==> config.mk <==
export PLATFORM = sky130hd
export DESIGN_NAME = line_field_splitter_top
export DESIGN_NICKNAME = d
export VERILOG_FILES = /design/src/lfs_pkg.sv /design/src/line_field_splitter_top.sv
export SDC_FILE = /design/constraint.sdc
export NUM_CORES = 1
export LEC_CHECK = 0
export ABC_AREA = 1
export ABC_CLOCK_PERIOD_IN_PS = 11960
export BUFFER_PORTS_ARGS = -buffer_cell sky130_fd_sc_hd__buf_2
export CORE_ASPECT_RATIO = 1.4
export CORE_MARGIN = 2
export CORE_UTILIZATION = 45
export DETAILED_ROUTE_END_ITERATION = 6
export GPL_ROUTABILITY_DRIVEN = 0
export PLACE_DENSITY = 0.65
export SYNTH_ARGS = -nofsm -noshare
export SYNTH_HDL_FRONTEND = slang
export SYNTH_SLANG_ARGS = --single-unit
==> constraint.sdc <==
create_clock -name clk_i -period 11.96 [get_ports clk_i]
set_input_delay 2.392 -clock clk_i [delete_from_list [all_inputs] [get_ports clk_i]]
set_output_delay 2.392 -clock clk_i [all_outputs]
set_load 0.02 [all_outputs]
==> src/lfs_pkg.sv <==
`timescale 1ns / 1ps

package lfs_pkg;

  typedef enum logic [1:0] {
    MODE_AGG    = 2'd0,
    MODE_STRICT = 2'd1,
    MODE_CSV    = 2'd2,
    MODE_FIXED  = 2'd3
  } split_mode_e;

  typedef enum logic [2:0] {
    REG_SPLIT_MODE   = 3'd0,
    REG_DELIM_BYTES  = 3'd1,
    REG_DELIM_COUNT  = 3'd2,
    REG_MAX_FIELDS   = 3'd3,
    REG_IGNORE_LEAD  = 3'd4,
    REG_STRIP_QUOTES = 3'd5,
    REG_COL_WIDTHS   = 3'd6,
    REG_COL_COUNT    = 3'd7
  } cfg_reg_e;

  localparam int CFG_IW = 3;
  localparam int CFG_DW = 64;

  localparam logic [7:0] COMMA_BYTE = 8'h2C;
  localparam logic [7:0] QUOTE_BYTE = 8'h22;

  localparam logic [2:0] MAX_DELIMS  = 3'd4;
  localparam logic [3:0] MAX_COLUMNS = 4'd8;

  localparam logic [31:0] DELIM_BYTES_RST = 32'd2313;
  localparam logic [2:0]  DELIM_COUNT_RST = 3'd2;

  function automatic logic [7:0] col_width(input logic [63:0] widths, input logic [2:0] k);
    return widths[{k, 3'b000} +: 8];
  endfunction

endpackage

==> src/line_field_splitter_top.sv <==
`timescale 1ns / 1ps

// Channel   Direction  Handshake                 Payload
// in        input      in_valid_i / in_ready_o   char_byte_i, end_of_line_i
// out       output     out_valid_o / out_ready_i field_valid_o, field_number_o,
//                                                field_start_o, field_length_o,
//                                                line_done_o, line_too_long_o
// cfg       input      cfg_we_i                  cfg_idx_i, cfg_wdata_i
//
// A byte stays in the input register until it has moved out every result it
// produces; a byte that produces none does not wait on the output.
// In fixed mode one byte can close up to eight columns; the column stepper
// handles one column per cycle unless stalled; a csv comma at eol adds a field.
// Reset clears the line state and loads the register defaults; no clearing pass.
// A stalled output holds the result register; the input register still takes
// a new beat once the byte in it has moved its last result out.

module line_field_splitter_top
  import lfs_pkg::*;
#(
  parameter int unsigned LINE_BYTES = 4096
) (
  input  logic              clk_i,
  input  logic              rst_ni,
  input  logic              cfg_we_i,
  input  logic [CFG_IW-1:0] cfg_idx_i,
  input  logic [CFG_DW-1:0] cfg_wdata_i,
  input  logic              in_valid_i,
  output logic              in_ready_o,
  input  logic [7:0]        char_byte_i,
  input  logic              end_of_line_i,
  output logic              out_valid_o,
  input  logic              out_ready_i,
  output logic              field_valid_o,
  output logic [7:0]        field_number_o,
  output logic [11:0]       field_start_o,
  output logic [12:0]       field_length_o,
  output logic              line_done_o,
  output logic              line_too_long_o
);

  localparam int PW = $clog2(LINE_BYTES);
  localparam int OW = $clog2(LINE_BYTES + 1);
  localparam int CW = $clog2(LINE_BYTES + 256);
  localparam logic [OW-1:0] LB_O   = OW'(LINE_BYTES);
  localparam logic [CW-1:0] LB_C   = CW'(LINE_BYTES);
  localparam logic [PW-1:0] LAST_P = PW'(LINE_BYTES - 1);
  localparam logic [CW-1:0] LAST_C = CW'(LINE_BYTES - 1);

  function automatic logic [3:0][7:0] rec_edges(input logic [3:0][7:0] e,
                                                input logic [7:0] c,
                                                input logic [PW-1:0] p,
                                                input logic [CW-1:0] cs);
    logic [3:0][7:0] r;
    r = e;
    if (CW'(p) == cs) r[0] = c;
    if (CW'(p) == cs + CW'(1)) r[1] = c;
    r[2] = e[3];
    r[3] = c;
    return r;
  endfunction

  // Configuration registers.
  split_mode_e mode_q;
  logic [31:0] dbytes_q;
  logic [2:0]  dcount_q;
  logic [7:0]  maxf_q;
  logic        ign_q;
  logic        strip_q;
  logic [63:0] cwidths_q;
  logic [3:0]  ccount_q;

  always_ff @(posedge clk_i or negedge rst_ni) begin
    if (!rst_ni) begin
      mode_q    <= MODE_AGG;
      dbytes_q  <= DELIM_BYTES_RST;
      dcount_q  <= DELIM_COUNT_RST;
      maxf_q    <= '0;
      ign_q     <= 1'b0;
      strip_q   <= 1'b0;
      cwidths_q <= '0;
      ccount_q  <= '0;
    end else if (cfg_we_i) begin
      unique case (cfg_reg_e'(cfg_idx_i))
        REG_SPLIT_MODE:   mode_q    <= split_mode_e'(cfg_wdata_i[1:0]);
        REG_DELIM_BYTES:  dbytes_q  <= cfg_wdata_i[31:0];
        REG_DELIM_COUNT:  dcount_q  <= cfg_wdata_i[2:0];
        REG_MAX_FIELDS:   maxf_q    <= cfg_wdata_i[7:0];
        REG_IGNORE_LEAD:  ign_q     <= cfg_wdata_i[0];
        REG_STRIP_QUOTES: strip_q   <= cfg_wdata_i[0];
        REG_COL_WIDTHS:   cwidths_q <= cfg_wdata_i;
        REG_COL_COUNT:    ccount_q  <= cfg_wdata_i[3:0];
        default: ;
      endcase
    end
  end

  // Input register.
  logic          item_vld_q;
  logic [7:0]    byte_q;
  logic          eol_q;
  logic          cont_q;
  logic [PW-1:0] pos_q;

  // Line state.
  logic [OW-1:0]   off_q;
  logic [CW-1:0]   cst_q;
  logic [7:0]      fcnt_q;
  logic            inq_q;
  logic            intok_q;
  logic [3:0]      cidx_q;
  logic [CW-1:0]   cend_q;
  logic [3:0][7:0] edge_q;
  logic            trunc_q;

  // Result register.
  logic        out_vld_q;
  logic        fv_q;
  logic [7:0]  fnum_q;
  logic [11:0] fst_q;
  logic [12:0] flen_q;
  logic        ldone_q;
  logic        tlong_q;

  // Step logic.
  logic            first, zero_off, trunc_w, dl, live;
  logic [PW-1:0]   pos;
  logic [OW-1:0]   nxt, off_d;
  logic [2:0]      dn;
  logic [7:0]      dbyte;
  logic [3:0]      num;
  logic [CW-1:0]   w_cst, w_cend;
  logic [3:0]      w_cidx;
  logic            f_fit, f_cond, f_more;
  logic [CW-1:0]   f_end, f_cend;
  logic [3:0]      f_cidx;
  logic [CW-1:0]   n_cst, n_cend;
  logic [3:0]      n_cidx;
  logic            n_intok, n_inq;
  logic [3:0][7:0] n_edge;
  logic [7:0]      n_fcnt;
  logic            em_req, em_ok, csv_pair, more;
  logic [CW-1:0]   em_s, em_e;
  logic [1:0]      trims;
  logic [PW-1:0]   s_sat, s_out;
  logic [OW-1:0]   e_sat, len, len_out;
  logic            t1, t2;
  logic            produce, bare, ldone, out_space, fire, item_done;

  always_comb begin
    first    = !cont_q;
    zero_off = (off_q == '0);
    trunc_w  = trunc_q | (first && (off_q >= LB_O));
    if (!first) begin
      pos = pos_q;
    end else if (off_q >= LB_O) begin
      pos = LAST_P;
    end else begin
      pos = PW'(off_q);
    end
    nxt   = OW'(pos) + OW'(1);
    off_d = (first && (off_q < LB_O)) ? off_q + OW'(1) : off_q;

    dn   = (dcount_q > MAX_DELIMS) ? MAX_DELIMS : dcount_q;
    live = 1'b1;
    dl   = 1'b0;
    for (int k = 0; k < 4; k++) begin
      dbyte = dbytes_q[8*k +: 8];
      if (3'(k) < dn) begin
        if (dbyte == 8'h00) live = 1'b0;
        if (live && (dbyte == byte_q)) dl = 1'b1;
      end
    end

    num = (ccount_q > MAX_COLUMNS) ? MAX_COLUMNS : ccount_q;
    if ((maxf_q != '0) && ({4'b0000, num} > maxf_q)) num = maxf_q[3:0];

    w_cst  = (first && zero_off) ? '0 : cst_q;
    w_cidx = (first && zero_off) ? '0 : cidx_q;
    w_cend = (first && zero_off) ? CW'(col_width(cwidths_q, 3'd0)) : cend_q;

    f_fit  = (w_cend <= CW'(nxt));
    f_cond = (w_cidx < num) && (w_cst <= CW'(pos)) && (f_fit || eol_q);
    f_end  = f_fit ? w_cend : CW'(nxt);
    f_cidx = w_cidx + 4'd1;
    f_cend = f_end + CW'(col_width(cwidths_q, f_cidx[2:0]));
    f_more = (f_cidx < num) && (f_end <= CW'(pos)) && ((f_cend <= CW'(nxt)) || eol_q);

    n_cst    = w_cst;
    n_cidx   = w_cidx;
    n_cend   = w_cend;
    n_intok  = intok_q;
    n_inq    = inq_q;
    n_edge   = edge_q;
    em_req   = 1'b0;
    em_s     = w_cst;
    em_e     = CW'(nxt);
    trims    = {1'b0, strip_q};
    csv_pair = 1'b0;
    more     = 1'b0;

    if (first) begin
      unique case (mode_q)
        MODE_AGG: begin
          if (dl) begin
            if (intok_q) begin
              em_req  = 1'b1;
              em_e    = CW'(pos);
              n_intok = 1'b0;
            end
          end else begin
            if (!intok_q) begin
              n_intok = 1'b1;
              n_cst   = CW'(pos);
            end
            n_edge = rec_edges(edge_q, byte_q, pos, n_cst);
            em_s   = n_cst;
            em_req = eol_q;
          end
        end
        MODE_STRICT: begin
          if (dl) begin
            em_req = !(zero_off && ign_q);
            em_e   = CW'(pos);
            n_cst  = CW'(nxt);
          end else begin
            n_edge = rec_edges(edge_q, byte_q, pos, w_cst);
            em_req = eol_q;
          end
        end
        MODE_CSV: begin
          trims = {1'b0, strip_q} + 2'd1;
          if ((byte_q == COMMA_BYTE) && !inq_q) begin
            em_req   = 1'b1;
            em_e     = CW'(pos);
            n_cst    = CW'(nxt);
            csv_pair = eol_q;
          end else begin
            if (byte_q == QUOTE_BYTE) n_inq = !inq_q;
            n_edge = rec_edges(edge_q, byte_q, pos, w_cst);
            em_req = eol_q;
          end
        end
        MODE_FIXED: begin
          n_edge = rec_edges(edge_q, byte_q, pos, w_cst);
          em_req = f_cond;
          em_e   = f_end;
          if (f_cond) begin
            n_cst  = f_end;
            n_cidx = f_cidx;
            n_cend = f_cend;
            more   = f_more;
          end
        end
        default: ;
      endcase
    end else if (mode_q == MODE_FIXED) begin
      em_req = f_cond;
      em_e   = f_end;
      if (f_cond) begin
        n_cst  = f_end;
        n_cidx = f_cidx;
        n_cend = f_cend;
        more   = f_more;
      end
    end else begin
      // The empty closing field after a comma on the last byte of a csv line.
      trims  = {1'b0, strip_q} + 2'd1;
      em_req = 1'b1;
      em_s   = w_cst;
      em_e   = w_cst;
    end

    em_ok  = em_req && ((maxf_q == '0) || (fcnt_q < maxf_q));
    n_fcnt = (em_ok && (fcnt_q != 8'hFF)) ? fcnt_q + 8'd1 : fcnt_q;
    if (csv_pair) more = (maxf_q == '0) || (n_fcnt < maxf_q);

    s_sat   = (em_s > LAST_C) ? LAST_P : PW'(em_s);
    e_sat   = (em_e > LB_C) ? LB_O : OW'(em_e);
    len     = (OW'(s_sat) < e_sat) ? e_sat - OW'(s_sat) : '0;
    t1      = (trims != 2'd0) && (len >= OW'(2)) &&
              (n_edge[0] == QUOTE_BYTE) && (n_edge[3] == QUOTE_BYTE);
    t2      = t1 && (trims == 2'd2) && (len >= OW'(4)) &&
              (n_edge[1] == QUOTE_BYTE) && (n_edge[2] == QUOTE_BYTE);
    s_out   = s_sat + PW'(t1) + PW'(t2);
    len_out = len - (t1 ? OW'(2) : '0) - (t2 ? OW'(2) : '0);

    ldone     = eol_q && !more;
    bare      = ldone && !em_ok;
    produce   = em_ok || bare;
    out_space = !out_vld_q || out_ready_i;
    fire      = item_vld_q && (out_space || !produce);
    item_done = fire && !more;
  end

  assign in_ready_o = !item_vld_q || item_done;

  always_ff @(posedge clk_i or negedge rst_ni) begin
    if (!rst_ni) begin
      item_vld_q <= 1'b0;
      cont_q     <= 1'b0;
    end else begin
      if (in_valid_i && in_ready_o) begin
        item_vld_q <= 1'b1;
        cont_q     <= 1'b0;
      end else if (item_done) begin
        item_vld_q <= 1'b0;
        cont_q     <= 1'b0;
      end else if (fire) begin
        cont_q <= 1'b1;
      end
    end
  end

  always_ff @(posedge clk_i) begin
    if (in_valid_i && in_ready_o) begin
      byte_q <= char_byte_i;
      eol_q  <= end_of_line_i;
    end
    if (fire && more) begin
      pos_q <= pos;
    end
  end

  always_ff @(posedge clk_i or negedge rst_ni) begin
    if (!rst_ni) begin
      off_q   <= '0;
      cst_q   <= '0;
      fcnt_q  <= '0;
      inq_q   <= 1'b0;
      intok_q <= 1'b0;
      cidx_q  <= '0;
      cend_q  <= '0;
      edge_q  <= '0;
      trunc_q <= 1'b0;
    end else if (fire) begin
      if (item_done && eol_q) begin
        off_q   <= '0;
        cst_q   <= '0;
        fcnt_q  <= '0;
        inq_q   <= 1'b0;
        intok_q <= 1'b0;
        cidx_q  <= '0;
        cend_q  <= '0;
        edge_q  <= '0;
        trunc_q <= 1'b0;
      end else begin
        off_q   <= off_d;
        cst_q   <= n_cst;
        fcnt_q  <= n_fcnt;
        inq_q   <= n_inq;
        intok_q <= n_intok;
        cidx_q  <= n_cidx;
        cend_q  <= n_cend;
        edge_q  <= n_edge;
        trunc_q <= trunc_w;
      end
    end
  end

  always_ff @(posedge clk_i or negedge rst_ni) begin
    if (!rst_ni) begin
      out_vld_q <= 1'b0;
    end else if (fire && produce) begin
      out_vld_q <= 1'b1;
    end else if (out_ready_i) begin
      out_vld_q <= 1'b0;
    end
  end

  always_ff @(posedge clk_i) begin
    if (fire && produce) begin
      fv_q    <= em_ok;
      fnum_q  <= em_ok ? fcnt_q : '0;
      fst_q   <= em_ok ? 12'(s_out) : '0;
      flen_q  <= em_ok ? 13'(len_out) : '0;
      ldone_q <= ldone;
      tlong_q <= trunc_w;
    end
  end

  assign out_valid_o     = out_vld_q;
  assign field_valid_o   = fv_q;
  assign field_number_o  = fnum_q;
  assign field_start_o   = fst_q;
  assign field_length_o  = flen_q;
  assign line_done_o     = ldone_q;
  assign line_too_long_o = tlong_q;

endmodule

==> metrics.txt <==
FF+latch count, synth 261; Remaining Overflow, GRT 0; dominant synthesized flop cell dfrtp_1; run status complete, no violations; fill count 4258; Final Hold Vio Count 0; hpwl dp 48300 um; clock slew at reported path FFs 0.06 ns; drt total wl 64600 um; ratio of cells with drive above 1 in the final layout 12.5%; post-synthesis net count 2924; floorplan core area 0.0438 sq mm; CTS tree built; Buffers on Ports 118; final setup TNS 0 ns; CP Class flip-flop to output pin; Die ar. roughly 0.046 sq mm; Crit path largest cell delay 0.45 ns; vias post-DR 19400; Final nets 2993; Worst Path Arrival between 8 and 9 ns; CTS H-Tree Depth 1; num rows between 90 and 100; Unique masters post-synth 70; initial antenna violation count 1; antenna viol nets, final 0; CTS Sinks 261; most frequent cells in the layout nand2_1, inv_1, o21ai_0, nor2_1, dfrtp_1; Initial Utilization 45.3%; final setup fails 0; worst hold start cend_q[6]$_DFFE_PN0P_; RSZ-0062 raised after global routing false; maxcap violations 0; Slew HR 18.9%; power per cell area about 280 mW/mm^2; Worst Skew 0.0197 ns; pre-CTS setup slack 1.26 ns; Crit. Startpoint cont_q$_DFFE_PN0P_; largest net degree at the start of global routing 108; register area share after synthesis 34.4%; wire length per cell 19.1 um; DR iter-0 viols 1580; WHS ~0.48 ns; mean area per synthesized cell 7.27 sq um; Die Y 253 um; Tcrit/Tclk final 92.3%; IR drop worst, VDD 0.177 mV; Worst setup SP type flip-flop; vias in the first global route 18900; mapped cell area 0.0199 sq mm; pins over their slew limit 0; number of synthesized flops with an enable pin 57; most used cell, CP nand2_1; Synth Instances 2733; CTS root buf clkbuf_16; CP max-delay cell dfrtp_1; Worst Tran Pin Value 1.21 ns; Pre-antenna DRT Iters 6; Worst Path Required ~9.6 ns; min setup slack post-route about 0.92 ns; CTS Buf Count 29; f_max ~0.091 GHz; Synthesis Warnings 0; worst skew pair latency 0.59 ns; first-pass GRT wire length 102000 um; top-level I/O count 119; commonest non-fill, non-tap cell in the layout nand2_1; minimum clock period approximately 11 ns; Worst setup EP type output pin; GRT Resource Usage Total 28.0%; RR Startpoint cont_q$_DFFE_PN0P_; cts hold-fix bufs 0; Die X around 180 um; Leak 10.7 nW; asr flop ratio synth 78.2%; CTS Buffer Depth 3; DRC violations left 0; Max Fanout on Critical Path 24; worst hold path class flip-flop to flip-flop; area grow syn2layout 10.5%; post-DR vias/cell 5.74
## path summary, 6_finish.rpt
check | end | slack, ns | cells past startpoint
min in group asynchronous | off_q[9]$_DFFE_PN0P_ | 1.89 | 1
worst min-delay path | cend_q[6]$_DFFE_PN0P_ | 0.48 | 2
worst min register to register | cend_q[6]$_DFFE_PN0P_ | 0.48 | 2
worst max-delay path | in_ready_o | 0.92 | 44
worst max register to register | field_start_o[10]$_SDFFCE_PN0P_ | 1.98 | 58
max in group asynchronous | maxf_q[0]$_DFFE_PN0P_ | 8.77 | 2
## area by class of cell
class	instances	area [sq um]	area share (%)
Multi-Input combinational cell	2006	11200	50.9
Sequential cell	261	6820	31.1
Inverter	357	1350	6.13
Timing Repair Buffer	147	817	3.72
Clock buffer	34	776	3.53
Tap cell	558	698	3.18
Clock inverter	20	308	1.40
Antenna cell	1	2.50	0.0114
## registers in the layout, indices dropped and copies added (netlist names), 12 cells and up
name,flops
cwidths_q,64
dbytes_q,32
edge_q,32
cend_q,13
cst_q,13
field_length_o,13
off_q,13
field_start_o,12
pos_q,12
## cell families after synthesis
kind of cell	after synthesis	share of synthesized area, %
compound gates	614	18.6
xor+xnor	79	3.52
fa+ha+maj	110	7.04
buf+inv	466	9.44
flops	261	34.4
mux	37	2.08
simple gates	1166	24.9
## layer usage
layer  global-route usage [%]  vias up  part of all wire, %
met1                     32.5     9070                   38
met2                     48.8      877                   49
li1                         -     9246                    -
met5                        0        -                    0
met3                     3.43      230                  6.1
met4                     18.2        0                  7.3
## what timing repair did
action / 4_1_cts / 5_1_grt
setup endpoints to repair: 0 / 1
buffers inserted: 0 / 4
resized for setup: 0 / 1
## stage by stage
step | total power [W] | utilization, % | instance area (sq um) | std cells
2_1_floorplan | 0.00403 | - | 19900 | 2733
3_3_place_gp | 0.00496 | 47.5 | 20800 | 3325
3_5_place_dp | 0.00506 | 47.5 | 20800 | 3325
4_1_cts | 0.00611 | 50.0 | 21900 | 3379
5_1_grt | 0.00669 | 50.1 | 21900 | 3383
6_report | 0.00615 | 50.1 | 21900 | 3384
## worst max-delay path: cells and delay by family (launching register included)
family | cells | cell delay [ns]
and+or+nand+nor | 27 | 3.55
AOI/OAI and AO/OA | 7 | 1.77
adders and majority gates | 4 | 1.28
buffers and inverters | 4 | 0.69
DFF | 1 | 0.45
xor gates and xnor gates | 2 | 0.30
## synthesized netlist by cell type (5+ instances only)
cell / count / share of area (%)
nand2_1: 673 / 13
inv_1: 336 / 6.4
o21ai_0: 266 / 6.7
nor2_1: 214 / 4.0
dfrtp_1: 199 / 25
a21oi_1: 151 / 3.8
nand3_1: 132 / 3.3
ha_1: 107 / 6.7
clkbuf_1: 67 / 1.3
edfxtp_1: 57 / 8.6
xor2_1: 57 / 2.5
nand4_1: 44 / 1.4
o21ai_2: 43 / 1.9
nor3_1: 35 / 0.88
mux2_2: 34 / 1.9
o211ai_1: 25 / 0.95
xnor2_1: 21 / 0.93
o22ai_1: 20 / 0.63
o221ai_1: 19 / 0.84
buf_2: 18 / 0.45
inv_2: 15 / 0.28
o21ai_1: 12 / 0.30
nor4_1: 11 / 0.35
a221oi_1: 10 / 0.44
nand2_2: 10 / 0.32
a32o_1: 9 / 0.45
buf_6: 9 / 0.51
or2_2: 9 / 0.28
a31oi_1: 8 / 0.25
buf_4: 8 / 0.30
nor2_2: 7 / 0.22
buf_1: 6 / 0.11
o2111ai_1: 6 / 0.26
o21bai_1: 6 / 0.23
a211oi_1: 5 / 0.19
a22oi_1: 5 / 0.19
dfstp_2: 5 / 0.66
nand3_2: 5 / 0.25
## power by group
group | leakage, nW | total, W | internal (W) | switching [W]
clock network | 0.531 | 0.00103 | 0.000621 | 0.000408
logic | 6.95 | 0.00380 | 0.00126 | 0.00253
registers | 3.18 | 0.00132 | 0.00115 | 0.000173
No activity file was read; power rests on OpenSTA's default activity.
